<file path="config.mk">
export PLATFORM = sky130hd
export DESIGN_NAME = servo_linear_ramp
export DESIGN_NICKNAME = d
export VERILOG_FILES = /design/src/rtl/srl_pkg.sv /design/src/rtl/srl_div.sv /design/src/rtl/servo_linear_ramp.sv
export SDC_FILE = /design/constraint.sdc
export NUM_CORES = 1
export LEC_CHECK = 0
export BUFFER_PORTS_ARGS = -buffer_cell sky130_fd_sc_hd__buf_2
export CORE_MARGIN = 2
export CORE_UTILIZATION = 25
export CTS_CLUSTER_DIAMETER = 120
export DETAILED_ROUTE_END_ITERATION = 6
export HOLD_SLACK_MARGIN = 0.03
export SYNTH_ARGS = -nofsm -noshare
export SYNTH_HDL_FRONTEND = slang
export SYNTH_SLANG_ARGS = --single-unit
export TNS_END_PERCENT = 100
</file>
<file path="constraint.sdc">
create_clock -name clk -period 7.25 [get_ports clk]
set_clock_uncertainty 0.15 [all_clocks]
set_input_delay 0 -clock clk [delete_from_list [all_inputs] [get_ports clk]]
set_output_delay 0 -clock clk [all_outputs]
set_load 0.02 [all_outputs]
</file>
<file path="src/rtl/srl_pkg.sv">
// Package for the servo linear ramp: widths, codes, sequencer states and divider interface types.
package srl_pkg;

	localparam int unsigned STEP_MS_DEF = 10;
	localparam int unsigned POS_W = 16;
	localparam int unsigned MS_W = 16;
	localparam int unsigned CNT_W = 32;
	localparam int unsigned DVS_W = POS_W + 1;
	localparam int unsigned IN_DATA_W = 32;
	localparam int unsigned OUT_DATA_W = 56;

	localparam logic OP_TICK = 1'b0;
	localparam logic OP_SET = 1'b1;

	typedef enum logic [1:0] {
		ST_IDLE,
		ST_DIV_DIST,
		ST_SEND
	} seq_state_t;

	typedef struct packed {
		logic start;
		logic [POS_W-1:0] dividend;
		logic [DVS_W-1:0] divisor;
	} div_ctrl_t;

	typedef struct packed {
		logic busy;
		logic done;
	} div_stat_t;

endpackage

</file>
<file path="src/rtl/srl_div.sv">
// Restoring divider, one quotient bit per cycle.
module srl_div
	import srl_pkg::*;
(
	input  logic                 clk,
	input  logic                 arst_n,
	input  div_ctrl_t            ctrl,
	output div_stat_t            stat,
	output logic [POS_W-1:0]     quotient
);

	localparam int unsigned ITER_W = $clog2(POS_W);
	localparam logic [ITER_W-1:0] LAST = ITER_W'(POS_W - 1);

	logic [DVS_W-1:0] rem_q;
	logic [POS_W-1:0] dq_q;
	logic [DVS_W-1:0] dvs_q;
	logic [ITER_W-1:0] cnt_q;
	logic run_q;
	logic done_q;

	logic [DVS_W:0] trial;
	logic fits;

	assign trial = {rem_q, dq_q[POS_W-1]};
	assign fits = trial >= {1'b0, dvs_q};

	always_ff @(posedge clk or negedge arst_n) begin
		if (!arst_n) begin
			run_q <= 1'b0;
			done_q <= 1'b0;
			cnt_q <= '0;
		end else begin
			done_q <= run_q && (cnt_q == LAST);
			if (ctrl.start) begin
				run_q <= 1'b1;
				cnt_q <= '0;
			end else if (run_q) begin
				cnt_q <= cnt_q + 1'b1;
				if (cnt_q == LAST) begin
					run_q <= 1'b0;
				end
			end
		end
	end

	always_ff @(posedge clk) begin
		if (ctrl.start) begin
			rem_q <= '0;
			dq_q <= ctrl.dividend;
			dvs_q <= ctrl.divisor;
		end else if (run_q) begin
			rem_q <= fits ? DVS_W'(trial - {1'b0, dvs_q}) : trial[DVS_W-1:0];
			dq_q <= {dq_q[POS_W-2:0], fits};
		end
	end

	assign stat.busy = run_q;
	assign stat.done = done_q;
	assign quotient = dq_q;

endmodule

</file>
<file path="src/rtl/servo_linear_ramp.sv">
// Servo linear ramp top level: sequencer, position state and output register.
//
//  channel  dir  handshake                    payload
//  s_axis   in   s_axis_tvalid/s_axis_tready  tdata: target_pos, move_ms; tuser: opcode
//  m_axis   out  m_axis_tvalid/m_axis_tready  tdata: position, step_count, moving
//
// A tick or a zero-time set loads its result into the output register in the cycle it is
// accepted; the next transfer can follow at once. A timed set runs through ST_DIV_DIST and
// ST_SEND: the step count comes from a reciprocal multiply (move_ms / STEP_MS, plus one),
// then one pass of the bit-serial divider (distance by step count) and the send state; no input meanwhile.
// Each result sits in an output register until taken; input stalls during a timed set and while
// that register is full and not being drained.
// Reset: position 0, target 0, step 1, tick count 0, output empty.
module servo_linear_ramp
	import srl_pkg::*;
#(
	parameter int unsigned STEP_MS = STEP_MS_DEF
) (
	input  logic                  clk,
	input  logic                  arst_n,
	input  logic                  s_axis_tvalid,
	output logic                  s_axis_tready,
	input  logic [IN_DATA_W-1:0]  s_axis_tdata,   // [15:0] target_pos, [31:16] move_ms
	input  logic                  s_axis_tuser,   // [0] opcode
	output logic                  m_axis_tvalid,
	input  logic                  m_axis_tready,
	output logic [OUT_DATA_W-1:0] m_axis_tdata    // [15:0] position, [47:16] step_count,
	                                              // [48] moving, [55:49] zero
);

	// move_ms / STEP_MS as multiply by ceil(2^RCP_SH / STEP_MS), exact for 16-bit move_ms
	localparam int unsigned RCP_SH = MS_W + $clog2(STEP_MS);
	localparam int unsigned RCP_W = MS_W + 1;
	localparam int unsigned PROD_W = MS_W + RCP_W;
	localparam longint unsigned RCP_M =
		((64'd1 << RCP_SH) + 64'(STEP_MS) - 64'd1) / 64'(STEP_MS);

	seq_state_t state_q, state_d;
	div_ctrl_t div_ctrl;
	div_stat_t div_stat;
	logic [POS_W-1:0] quot;

	logic [POS_W-1:0] cur_q, cur_d, goal_q, goal_d, step_q, tick_pos, gap;
	logic [CNT_W-1:0] total_q, total_d;
	logic [POS_W-1:0] pos_q;
	logic [CNT_W-1:0] cnt_out_q;
	logic moving_q, m_valid_q;

	logic out_free, accept, out_load;
	logic [POS_W-1:0] in_target;
	logic [MS_W-1:0] in_ms;
	logic [PROD_W-1:0] ms_prod;
	logic [DVS_W-1:0] steps;

	assign in_target = s_axis_tdata[POS_W-1:0];
	assign in_ms = s_axis_tdata[POS_W+MS_W-1:POS_W];
	assign out_free = !m_valid_q || m_axis_tready;
	assign accept = s_axis_tvalid && s_axis_tready;
	assign gap = (in_target > cur_q) ? in_target - cur_q : cur_q - in_target;
	assign ms_prod = PROD_W'(in_ms) * PROD_W'(RCP_M);
	assign steps = DVS_W'(ms_prod[PROD_W-1:RCP_SH]) + 1'b1;

	srl_div u_div (
		.clk      (clk),
		.arst_n   (arst_n),
		.ctrl     (div_ctrl),
		.stat     (div_stat),
		.quotient (quot)
	);

	always_comb begin
		if (cur_q > goal_q) begin
			tick_pos = (cur_q - goal_q <= step_q) ? goal_q : cur_q - step_q;
		end else begin
			tick_pos = (goal_q - cur_q <= step_q) ? goal_q : cur_q + step_q;
		end
	end

	always_comb begin
		cur_d = cur_q;
		goal_d = goal_q;
		total_d = total_q;
		if (accept) begin
			if (s_axis_tuser == OP_SET) begin
				goal_d = in_target;
				if (in_ms == '0) begin
					cur_d = in_target;
				end
			end else if (cur_q != goal_q) begin
				cur_d = tick_pos;
				total_d = total_q + 1'b1;
			end
		end
	end

	always_comb begin
		state_d = state_q;
		div_ctrl = '0;
		out_load = 1'b0;
		s_axis_tready = 1'b0;
		case (state_q)
			ST_IDLE: begin
				s_axis_tready = out_free;
				if (s_axis_tvalid && out_free) begin
					if (s_axis_tuser == OP_SET && in_ms != '0) begin
						div_ctrl.start = 1'b1;
						div_ctrl.dividend = gap;
						div_ctrl.divisor = steps;
						state_d = ST_DIV_DIST;
					end else begin
						out_load = 1'b1;
					end
				end
			end
			ST_DIV_DIST: begin
				if (div_stat.done) begin
					state_d = ST_SEND;
				end
			end
			ST_SEND: begin
				if (out_free) begin
					out_load = 1'b1;
					state_d = ST_IDLE;
				end
			end
			default: begin
				state_d = ST_IDLE;
			end
		endcase
	end

	always_ff @(posedge clk or negedge arst_n) begin
		if (!arst_n) begin
			state_q <= ST_IDLE;
			cur_q <= '0;
			goal_q <= '0;
			step_q <= POS_W'(1);
			total_q <= '0;
			m_valid_q <= 1'b0;
		end else begin
			state_q <= state_d;
			cur_q <= cur_d;
			goal_q <= goal_d;
			total_q <= total_d;
			if (state_q == ST_DIV_DIST && div_stat.done) begin
				step_q <= (quot == '0) ? POS_W'(1) : quot;
			end
			if (out_load) begin
				m_valid_q <= 1'b1;
			end else if (m_axis_tready) begin
				m_valid_q <= 1'b0;
			end
		end
	end

	always_ff @(posedge clk) begin
		if (out_load) begin
			pos_q <= cur_d;
			cnt_out_q <= total_d;
			moving_q <= cur_d != goal_d;
		end
	end

	assign m_axis_tvalid = m_valid_q;
	assign m_axis_tdata = {{(OUT_DATA_W - POS_W - CNT_W - 1){1'b0}}, moving_q, cnt_out_q, pos_q};

	a_step_nonzero: assert property (@(posedge clk) disable iff (!arst_n)
		step_q != '0)
		else $error("step size reached zero");

	a_timed_set_busy: assert property (@(posedge clk) disable iff (!arst_n)
		(accept && s_axis_tuser == OP_SET && in_ms != '0) |=> !s_axis_tready)
		else $error("input taken during timed set");

	a_fast_result: assert property (@(posedge clk) disable iff (!arst_n)
		(accept && (s_axis_tuser == OP_TICK || in_ms == '0)) |=> m_axis_tvalid)
		else $error("result missing after one-cycle item");

	a_div_in_seq: assert property (@(posedge clk) disable iff (!arst_n)
		div_stat.done |-> state_q == ST_DIV_DIST)
		else $error("divider finished outside a divide state");

endmodule

</file>
### Word level (Yosys, flattened, before mapping)

Index checks and enable logic that the tools add are counted.

* add/subtract/negate cells: 10
* multiply operators: 1
* order comparisons: 5
* eq/ne operators: 9
* mux-type cells: 37
* reduce and logical (&&, ||, !) cells: 15

Operators by type and width (count)
* $mux 16: 13
* $mux 34: 3
* $mux 32: 3
* $sub 16x16->16: 5
* $add 32x1->32 const B: 1
* $gt 16x16->1: 2
* $le 16x16->1: 2
* $logic_not 16->1: 2
* $mul 16x16->32 const B: 1
* $ne 16x16->1: 2
* $ge 18x17->1: 1
* $mux 17: 1
* $sub 17x17->17: 1
* $add 16x16->16: 1
* $reduce_bool 16->1: 1
* $add 13x1->14 const B: 1
* $mux 1: 9
* $mux 2: 4
* $mux 4: 2
* $ne 2x2->1 const B: 3
* $pmux 2 s3: 1
* $logic_and 1x1->1: 5
* $add 4x1->4 const B: 1
* $eq 4x4->1 const B: 1
* 10 further kinds: 11

* bits in registers: 188
* logic and storage cells: 92

### Longest topological paths before layout

* depth in word-level cells: 8
* depth in mapped cells: 27

### Cells and area by module

A second synthesis with hierarchy kept.

* cells, all modules: 2162
* area total of the unflattened synthesis: 19608.8 um^2

By module, submodules not included
* servo_linear_ramp: instances 1, cells each 1869, area each 16523.3 um^2
* srl_div: instances 1, cells each 293, area each 3085.5 um^2

### Worst setup path before layout

No wires, ideal clock.

* path type: register -> register
* start: reg cur_q[1]
* end: reg moving_q, data pin
* data arrival time: 5.508 ns
* required time: 6.831 ns
* path slack: 1.323 ns
* stages on the path, launching flop included: 25
* buffers on the path: 0
* period minus slack after synthesis: 5.927 ns
* cell sequence: dfrtp_1 inv_1 ha_1 nor2b_1 o21ai_0 a21boi_0 o21ai_0 a21boi_0 o21a_1 o21a_1 o31ai_1 a22oi_1 a211oi_1 xnor2_1 ha_1 nand4_1 nor4_1 inv_1 nand3_4 nand2_2 mux2i_1 a2111o_1 nor4_1 and4_1 nand4_1

* cells in the longest elaborated chain, start to end: 8
* elaborated cells between the ends (all ways): 16

Ends and longest elaborated chain
* start: declaration: line servo_linear_ramp.sv:43 `logic [POS_W-1:0] cur_q, cur_d, goal_q, goal_d, step_q, tick_pos, gap;`
* start signal: assignment: line servo_linear_ramp.sv:142 `cur_q <= cur_d;`
* $sub 16x16->16, on equally long branches: line servo_linear_ramp.sv:75, servo_linear_ramp.sv:73
* $le 16x16->1, on equally long branches: line servo_linear_ramp.sv:75, servo_linear_ramp.sv:73
* $mux 16, on equally long branches: line servo_linear_ramp.sv:75, servo_linear_ramp.sv:73
* $mux 16: line servo_linear_ramp.sv:72 `if (cur_q > goal_q) begin`
* $mux 16: line servo_linear_ramp.sv:89 `end else if (cur_q != goal_q) begin`
* $mux 16: line servo_linear_ramp.sv:84 `if (s_axis_tuser == OP_SET) begin`
* $mux 16 *: line servo_linear_ramp.sv:83 `if (accept) begin`
* $ne 16x16->1 *: line servo_linear_ramp.sv:160 `moving_q <= cur_d != goal_d;`
* end signal: assignment: line servo_linear_ramp.sv:160
* end: declaration: line servo_linear_ramp.sv:47 `logic moving_q, m_valid_q;`

Every way passes the cells marked *; elsewhere a longest branch is shown, timed or not.
A chain may end at the register's enable or synchronous reset.

### Worst setup path after layout

* start: reg cur_q[0]
* end: reg moving_q, data pin

The elaborated chain is that of the path after synthesis.

==> PnR_summary.wiki <==
{| class="wikitable"
! Metric !! Value
|-
| Number of clock buffers inserted by TritonCTS || 17
|-
| Worst path most repeated cell || a21oi_1
|-
| Synthesis-stage register bit count || 185
|-
| Remaining DRCs || 6
|-
| Area growth, synth to finish || 12.83%
|-
| Routability congestion estimate || 0.9582
|-
| Mean post-synth cell area || 9.255 um^2
|-
| Number of distinct library cells after synthesis || 89
|-
| Global-route wire length before repair || 80.67 mm
|-
| CTS tree || yes
|-
| Clock root buffer master || clkbuf_16
|-
| Standard-cell row count || 99
|-
| Number of global-route vias before repair || 14314
|-
| Die area || 0.07642 mm^2
|-
| Final core area utilization || 0.2860
|-
| Via count normalized by instance count || 4.773
|-
| Series of cell instances along the critical path || inv_1 -> ha_1 -> inv_1 -> fa_1 -> a21o_1 -> a2111o_1 -> a221oi_4 -> o21bai_1 -> a21oi_1 -> o21bai_1 -> a21oi_1 -> xnor2_1 -> ha_1 -> a21oi_1 -> nand2_1 -> a211oi_1 -> nand4b_1 -> nand3_1 -> nor2_1 -> o31a_1 -> o311ai_1 -> a21boi_0 -> and4_1 -> nand4_1
|-
| Setup Total Neg Slack || 0 ns
|-
| Required time at the endpoint of the critical path || 7.30 ns
|-
| Synth Area in Compound Gates || 0.1543
|-
| Main combinational cell family by area after synthesis || adder cells
|-
| CP max stage cell || nand3_1
|-
| Fin. Hold Viols || 0
|-
| Total gr overflow || 0
|-
| Count of flip-flops with a built-in enable after synthesis || 79
|-
| Worst stage delay on the critical path || 0.49 ns
|-
| I/O pin cnt || 95
|-
| GRT Overall Usage || 0.1325
|-
| Maximum number of pins on one net before global-route repair || 55
|-
| Final ANT Viol Nets || 0
|-
| Post-CTS repair timing setup buffer count || 0
|-
| Leading register cell type out of synthesis || dfrtp_1
|-
| Antenna violations before repair || 0
|-
| Initial standard-cell utilization of the core || 0.2535
|-
| Count of clock tree sinks || 185
|-
| Post-synthesis xor/xnor area fraction || 0.06231
|-
| WL per Instance || 16.68 um
|-
| Type of the worst setup path || reg -> reg
|-
| Category of the worst setup path capture point || register
|-
| Width of the die || 276.4 um
|-
| Peak clock frequency supported by timing || 153.0 MHz
|-
| Post-synthesis share of cell area spent on full adders, half adders and majority gates || 0.2820
|-
| Later-pin clock latency in the skew report || 0.46 ns
|-
| Fraction of final layout cells with drive strength greater than 1 || 0.08758
|-
| Max Fanout on Critical Path || 9
|-
| Clock transition at the register clock pins on the worst setup and hold paths after CTS || 0.08 ns
|-
| Area inside the core boundary || 0.07321 mm^2
|-
| Filler cell count || 7730
|-
| Simple-gate share of the synthesized area || 0.1299
|-
| # nets final || 2491
|-
| Run status || finished with violations
|-
| Worst rel slew slack || 0.3944
|-
| Final HPWL from detailed placement || 41.94 mm
|-
| Number of pins with negative max-slew slack in the final report || 0
|-
| Fin crit share || 0.9013
|-
| N_diodes || 0
|-
| Netlist area before placement || 0.01856 mm^2
|-
| Asr flop ratio synth || 0.4811
|-
| Max cap viols || 0
|-
| Detailed-route wire length || 51.03 mm
|-
| Worst endpoint data arrival time || 6.58 ns
|-
| Final critical-path required period || 6.535 ns
|-
| Post-synthesis mux area share || 0.03001
|-
| Post-cts gate resize count || 0
|-
| Actual slew at the worst max-slew pin || 0.9057 ns
|-
| Max Buffers Root-to-Sink || 2
|-
| Critical path startpoint category || register
|-
| Number of DRC markers after the initial detailed-route iteration || 1163
|-
| Quantity of I/O buffers inserted on ports || 87
|-
| Violations in the final reports || DRC
|-
| H-tree depth reported by CTS || 4
|-
| Sequential area share after synthesis || 0.2663
|-
| Setup repair after global routing missed its margin || no
|-
| Hold-fix buffers at CTS || 21
|-
| Min-delay worst type || in -> reg
|-
| Cell count after synthesis || 2005
|-
| Number of setup violations in the final report || 0
|-
| Router iterations before antenna repair || 7
|-
| Vias after detailed routing || 14604
|-
| Yosys Warn Count || 0
|-
| Die boundary height || 276.4 um
|}
==> worst max-delay path, delay by kind of cell (launching register included) <==
family | cells | cell delay, ns
compound gates | 12 | 3.13
simple gates | 6 | 1.19
fa+ha+maj | 3 | 0.90
flops | 1 | 0.46
buf+inv | 2 | 0.27
xor+xnor | 1 | 0.14
==> placed cells by master, fill, tap and decap left out, types with 8 or more instances in the layout <==
master / count
dfrtp_1: 88
ha_1: 279
edfxtp_1: 79
a21o_1: 35
mux2_2: 21
o21ai_0: 91
dfxtp_1: 17
and3_1: 18
a31oi_1: 12
o22ai_1: 16
o21bai_1: 22
xor2_1: 39
nor2_1: 119
buf_4: 15
a211oi_1: 17
nor3_1: 31
nand2b_1: 18
nand2_1: 123
nand3_1: 47
nor4_1: 11
a21oi_1: 111
a221oi_1: 10
and4_1: 11
o211ai_1: 17
and2_1: 8
buf_2: 86
clkbuf_16: 17
xnor2_1: 93
fa_1: 87
o21a_1: 11
mux2i_1: 32
inv_1: 292
o31a_1: 8
nand4_1: 36
nor2b_1: 15
dlygate4sd3_1: 20
==> metal layers <==
| metal | wire (um) | GRT usage |
|---|---|---|
| met1 | 23240 | 0.1794 |
| met2 | 24340 | 0.2250 |
| met3 | 2572 | 0.01377 |
| met4 | 871 | 0.03321 |
| met5 | 0 | 0 |
==> area by class of cell <==
type | instances | area, um^2 | share of cell area
clock buffers | 18 | 439.2 | 0.02098
clock inverters | 14 | 234.0 | 0.01118
inverters | 292 | 1096 | 0.05235
multi-input cells | 1470 | 12260 | 0.5857
flip-flops and latches | 185 | 4941 | 0.2360
well taps | 959 | 1200 | 0.05732
repair buffers | 122 | 763.2 | 0.03646
==> sequential cells by signal, summed over array words and instances, names as in the netlist <==
signal          cells
u_div.cnt_q         4
u_div.rem_q        17
u_div.run_q         1
step_q             16
state_q             2
total_q            32
pos_q              16
m_axis_tvalid       1
u_div.quotient     16
cur_q              16
u_div.done_q        1
moving_q            1
goal_q             16
cnt_out_q          32
u_div.dvs_q        14
==> cell families (layout without fill, tap and decap cells) <==
family	Yosys count	count (layout)
buffers and inverters	356	446
flip-flops	185	185
other	1	7
AO/OA/AOI/OAI	432	432
adder cells (fa/ha/maj)	366	366
multiplexers	53	53
XOR/XNOR	132	132
AND/OR/NAND/NOR	480	480
==> final timing paths <==
path                               start          end  slack (ns)  cells after the start
max in group asynchronous         arst_n    step_q[5]        5.80                      4
setup / recovery                cur_q[0]     moving_q        0.72                     24
hold reg to reg             u_div.done_q   state_q[0]        0.32                      1
setup reg to reg                cur_q[0]     moving_q        0.72                     24
min in group asynchronous         arst_n  total_q[31]        0.47                      4
hold / removal             s_axis_tvalid    goal_q[0]        0.11                      4
==> cell usage after synthesis, drive strengths merged, types with 39 or more instances <==
cell type / n / share of area
nand3: 49 / 0.014
nor2: 121 / 0.025
ha: 279 / 0.19
dfrtp: 88 / 0.12
nand2: 124 / 0.025
o21ai: 93 / 0.025
inv: 292 / 0.059
edfxtp: 79 / 0.13
a21oi: 112 / 0.030
xor2: 39 / 0.018
fa: 87 / 0.094
xnor2: 93 / 0.044
==> stage by stage <==
step                area (um^2)  instances  setup slack (ns)  hold slack, ns
finish                    20940       3060            0.7152          0.1086
detailed placement        20040       3007            0.6767         -0.1333
floorplan                 18580       2011             1.323         -0.4456
CTS                       20940       3060            0.7995         0.07823
global route              20940       3060            0.2121          0.1339
global placement          20040       3007            0.7999         -0.1297
Power is not shown: default switching activity piles up to over one toggle a cycle in this logic, so the estimate is an artifact.
